### config.mk
export PLATFORM = sky130hd
export DESIGN_NAME = ssdb_ctrl
export DESIGN_NICKNAME = d
export VERILOG_FILES = /design/src/hdl/ssdb_pkg.sv /design/src/hdl/ssdb_ctrl.sv
export SDC_FILE = /design/constraint.sdc
export NUM_CORES = 1
export LEC_CHECK = 0
export BUFFER_PORTS_ARGS = -buffer_cell sky130_fd_sc_hd__buf_2
export CAP_MARGIN = 20
export CORE_AREA = 5 5 42 44
export CTS_BUF_LIST = sky130_fd_sc_hd__clkbuf_8
export CTS_CLUSTER_DIAMETER = 80
export DETAILED_ROUTE_END_ITERATION = 8
export DIE_AREA = 0 0 47 49
export PLACE_DENSITY = 0.54
export SLEW_MARGIN = 40
export SYNTH_ARGS = -nofsm -noshare
export SYNTH_HDL_FRONTEND = slang
export SYNTH_SLANG_ARGS = --single-unit
### constraint.sdc
create_clock -name clk_i -period 3 [get_ports clk_i]
set_clock_uncertainty 0.2 [all_clocks]
set_input_delay 0.6 -clock clk_i [delete_from_list [all_inputs] [get_ports clk_i]]
set_output_delay 0.6 -clock clk_i [all_outputs]
set_load 0.01 [all_outputs]
### src/hdl/ssdb_pkg.sv
// ----------------------------------------------------------------------------
// ssdb_pkg
// shared constants, types and helpers of the span depth buffer
// ----------------------------------------------------------------------------
package ssdb_pkg;

  localparam int unsigned Rows     = 256;
  localparam int unsigned RowAw    = $clog2(Rows);

  typedef enum logic [1:0] {
    FUNC_CLEAR = 2'd0,
    FUNC_DRAW  = 2'd1,
    FUNC_READ  = 2'd2,
    FUNC_NOP   = 2'd3
  } func_e;

  localparam logic [15:0] DepthFar     = 16'h7fff;
  localparam logic [14:0] PrioReset    = 15'd192;
  localparam logic [1:0]  AddrPrioDepth = 2'd0;

  // commands from controller to datapath
  typedef struct packed {
    logic load;      // capture item
    logic div_start; // start both divisions
    logic walk_init; // load accumulators and row counter
    logic walk_step; // walk one phase of a row
    logic clr_init;
    logic clr_step;
    logic read_req;  // issue memory read
    logic out_load;  // load result register
  } ssdb_cmd_t;

  typedef struct packed {
    logic backward;
    logic div_done;
    logic walk_last;
    logic clr_last;
  } ssdb_sts_t;

endpackage

### src/hdl/ssdb_ctrl.sv
// ----------------------------------------------------------------------------
// ssdb_ctrl
// sequencer for clear, draw and read items and the output handshake
// ----------------------------------------------------------------------------
module ssdb_ctrl (
  input  logic                clk_i,
  input  logic                rst_ni,
  input  logic                in_valid_i,
  input  logic [1:0]          func_i,
  output logic                in_ready_o,
  output logic                out_valid_o,
  input  logic                out_ready_i,
  output ssdb_pkg::ssdb_cmd_t cmd_o,
  input  ssdb_pkg::ssdb_sts_t sts_i
);
  import ssdb_pkg::*;

  typedef enum logic [2:0] {
    S_INIT, S_IDLE, S_DECODE, S_DIV, S_WALK, S_CLEAR, S_READ, S_RESULT
  } state_e;

  state_e state_q;
  logic [1:0] func_q;
  logic       busy_out_q;

  // no new word while the result word waits
  assign in_ready_o  = (state_q == S_IDLE) && !busy_out_q;
  assign out_valid_o = busy_out_q;

  always_comb begin
    cmd_o = '0;
    cmd_o.load = in_valid_i && in_ready_o;
    unique case (state_q)
      S_INIT:   cmd_o.clr_step  = 1'b1;
      S_DECODE: begin
        cmd_o.div_start = (func_q == FUNC_DRAW) && !sts_i.backward;
        cmd_o.clr_init  = (func_q == FUNC_CLEAR);
      end
      S_DIV:    cmd_o.walk_init = sts_i.div_done;
      S_WALK:   cmd_o.walk_step = 1'b1;
      S_CLEAR:  cmd_o.clr_step  = 1'b1;
      S_READ:   cmd_o.read_req  = 1'b1;
      S_RESULT: cmd_o.out_load  = 1'b1;
      default:  ;
    endcase
  end

  always_ff @(posedge clk_i or negedge rst_ni) begin
    if (!rst_ni) begin
      state_q    <= S_INIT;
      func_q     <= FUNC_NOP;
      busy_out_q <= 1'b0;
    end else begin
      if (busy_out_q && out_ready_i) busy_out_q <= 1'b0;
      unique case (state_q)
        S_INIT:   if (sts_i.clr_last) state_q <= S_IDLE;
        S_IDLE: if (in_valid_i && in_ready_o) begin
          func_q  <= func_i;
          state_q <= S_DECODE;
        end
        S_DECODE: begin
          case (func_q)
            FUNC_CLEAR: state_q <= S_CLEAR;
            FUNC_DRAW:  state_q <= sts_i.backward ? S_RESULT : S_DIV;
            FUNC_READ:  state_q <= S_READ;
            default:    state_q <= S_RESULT;
          endcase
        end
        S_DIV:    if (sts_i.div_done) state_q <= S_WALK;
        S_WALK:   if (sts_i.walk_last) state_q <= S_RESULT;
        S_CLEAR:  if (sts_i.clr_last) state_q <= S_RESULT;
        S_READ:   state_q <= S_RESULT;
        S_RESULT: begin
          busy_out_q <= 1'b1;
          state_q    <= S_IDLE;
        end
        default:  state_q <= S_IDLE;
      endcase
    end
  end
endmodule

==> flow_summary.ini <==
[outcome]
status = complete, no violations

[grt]
antenna_found_initial = 0
grt_max_degree = 14
grt_pass1_wl_um = 1780
first_global_vias = 421
grt_overflow_total = 0
track_usage = 0.107

[yosys]
syn_nets = 54
ys_async_sr_fraction = 1.00
synth_cells = 44
postSynthAreaPerCell_um2 = 9.27
synth_edf_count = 0
synth_top_flop_cell = dfrtp_1
yosys_warnings = 0
syn_area_um2 = 408
ys_ff_latch = 6
ys_seq_area_frac = 0.374
synth_cell_type_count = 25

[hold_path]
hold_start = out_ready_i
hold_end = out_valid_o
min_delay_path_depth = 2
min_path_type = input pin to register

[sta]
drv_slew = 0
setup_violations = 0
finalCriticalPeriod_ns = 2.21
final_hold_viol_count = 0
maxSlewHeadroom = 0.692
rsz0062_at_grt = no
fin_setup_tns_ns = 0
finalCritPeriodShare = 0.738
max_freq_ghz = 0.451
tightest_slew_ns = 0.461

[drt]
vias = 404
antenna_left = 0
vias_per_cell = 5.05
drtPass1Iterations = 4
wl_um = 1050
wl_per_cell_um = 13.1
drc = 0
drt_iter0_drc = 9

[setup_path]
cp_num_buf_inv = 2
crit_path_start = state_q[2]
r2r_slack_ns = 1.41
rr_startpoint = state_q[2]
critPathMaxFanout = 13
critPathArrivalTime_ns = 1.41
crit_chain = inv_1 -> nor2_1 -> nor3_1 -> buf_2
worstSetupPathType = register to output pin
critPathSlowestCell = dfrtp_1
r2r_end = func_q[0]
worst_ep_required_time_ns = 2.20
max_stage_delay_ns = 0.61
cp-end-kind = output pin
reg2reg_depth = 3
worst_setup_path_start_kind = register
crit_family = flip-flops

[power_and_ir_drop]
power_leakage_nw = 0.272
p_switching_mw = 0.249
p_int_mw = 0.334
p_seq_frac = 0.389
swShare = 0.427
powerDensity_nw_per_um2 = 1050
p_clk_frac = 0.203
ir_worst_vdd_mv = 0.441
power.combinational.fraction = 0.408

[cts]
clkTransAtPathRegs_ns = 0.04
htree_num_levels = 1
clk_path_buf_depth = 2
cts.sinks = 6
postCtsHoldBufs = 1
clock_latency_ns = 0.22
cts_tree = built
post_cts_resized = 0
post-cts-setup-buffer-count = 0
cts_buffers = 3
cts-root-buf = clkbuf_8

[finish]
area_delta_synth_final_pct = 36.5
antenna_cells = 0
layout.nets = 76
post-route-util = 0.397
drive_above_1_share = 0.422
fillers = 161

[placement]
hpwl_um = 808
port_buffers = 19
routabilityCongestion = 0.761

[die]
die_w_um = 47
core_region_area_um2 = 1400
die-area_um2 = 2300
initial_utilization = 0.291
io_pins = 20
std_cell_rows = 14
die_h_um = 49

[run]
maxCapViolations = 0
[synth_stat cells, types with 2 or more instances]
library cell  count  area (um2)
nor2_1            5        18.8
dfrtp_1           4         100
inv_1             3        11.3
nor3_1            3        15.0
nor4_1            3        18.8
a211oi_1          2        15.0
buf_2             2        10.0
dfstp_2           2        52.6
mux2_1            2        22.5
nand2_1           2        7.51
nand2b_1          2        12.5
[routing by layer]
metal | vias up | GRT usage | share of wire
met5 | - | 0 | 0
met4 | 0 | 0.0691 | 0
met3 | 0 | 0.0332 | 0.056
met2 | 14 | 0.136 | 0.44
met1 | 185 | 0.151 | 0.50
li1 | 205 | - | -
[final cells by class]
cell class / instances / area [um2] / share of cell area
flip-flops and latches: 6 / 153 / 0.274
inverters: 3 / 11.3 / 0.0202
repair buffers: 20 / 105 / 0.189
well taps: 16 / 20.0 / 0.0360
multi-input cells: 32 / 226 / 0.407
clock buffers: 3 / 41.3 / 0.0742
[power by group through the flow]
stage / clock (mW) / sequential (mW) / combinational, mW
4_1_cts: 0.123 / 0.225 / 0.242
5_1_grt: 0.130 / 0.237 / 0.267
3_3_place_gp: 0 / 0.227 / 0.241
2_1_floorplan: 0 / 0.174 / 0.216
6_report: 0.118 / 0.227 / 0.238
3_5_place_dp: 0 / 0.227 / 0.239
[sequential cells by signal (all words and copies together), names as in the netlist]
| signal | cells |
|---|---|
| func_q | 2 |
| state_q | 3 |
| out_valid_o | 1 |
[worst max-delay path by stage]
stage / cells after the start / endpoint / slack (ns)
3_5_place_dp: 4 / cmd_o[6] / 1.02
5_1_grt: 3 / cmd_o[6] / 0.66
2_1_floorplan: 3 / cmd_o[6] / 1.09
4_1_cts: 4 / cmd_o[2] / 0.79
3_3_place_gp: 4 / cmd_o[6] / 1.03
6_report: 4 / cmd_o[2] / 0.79
[cell families (layout without fill, tap and decap cells)]
| kind of cell | count (synthesis) | in the layout | synth area share |
|---|---|---|---|
| AO/OA/AOI/OAI | 10 | 10 | 0.196 |
| buffers and inverters | 6 | 26 | 0.0706 |
| flip-flops | 6 | 6 | 0.374 |
| multiplexers | 2 | 2 | 0.0552 |
| AND/OR/NAND/NOR | 20 | 20 | 0.304 |
[metrics by stage]
stage	setup WS, ns	area [um2]	hold slack, ns	cells	power [mW]
floorplan	1.09	408	0.104	44	0.390
global placement	1.03	505	0.228	76	0.467
detailed placement	1.02	505	0.233	76	0.466
CTS	0.785	557	0.374	80	0.590
global route	0.660	557	0.376	80	0.635
finish	0.785	557	0.377	80	0.584
[placed cells by master (no fill, tap or decap)]
cell and count:
a311oi_1 1, a211oi_1 2, o22ai_1 1, nor4b_1 1, o21ai_0 1, a21boi_1 1
dfrtp_1 4, dlygate4sd3_1 1, nor2b_1 1, nand2_1 2, o41ai_1 1, o21bai_1 1
nand2_2 1, nor2_1 5, nor4b_4 1, inv_1 3, nor4_1 3, a22o_1 1
o211ai_2 1, nor3_1 3, mux2_1 2, clkbuf_8 3, dfstp_2 2, nand2b_1 2
buf_2 19, and3_1 1
Note: power is estimated with default switching activity, not from simulation.
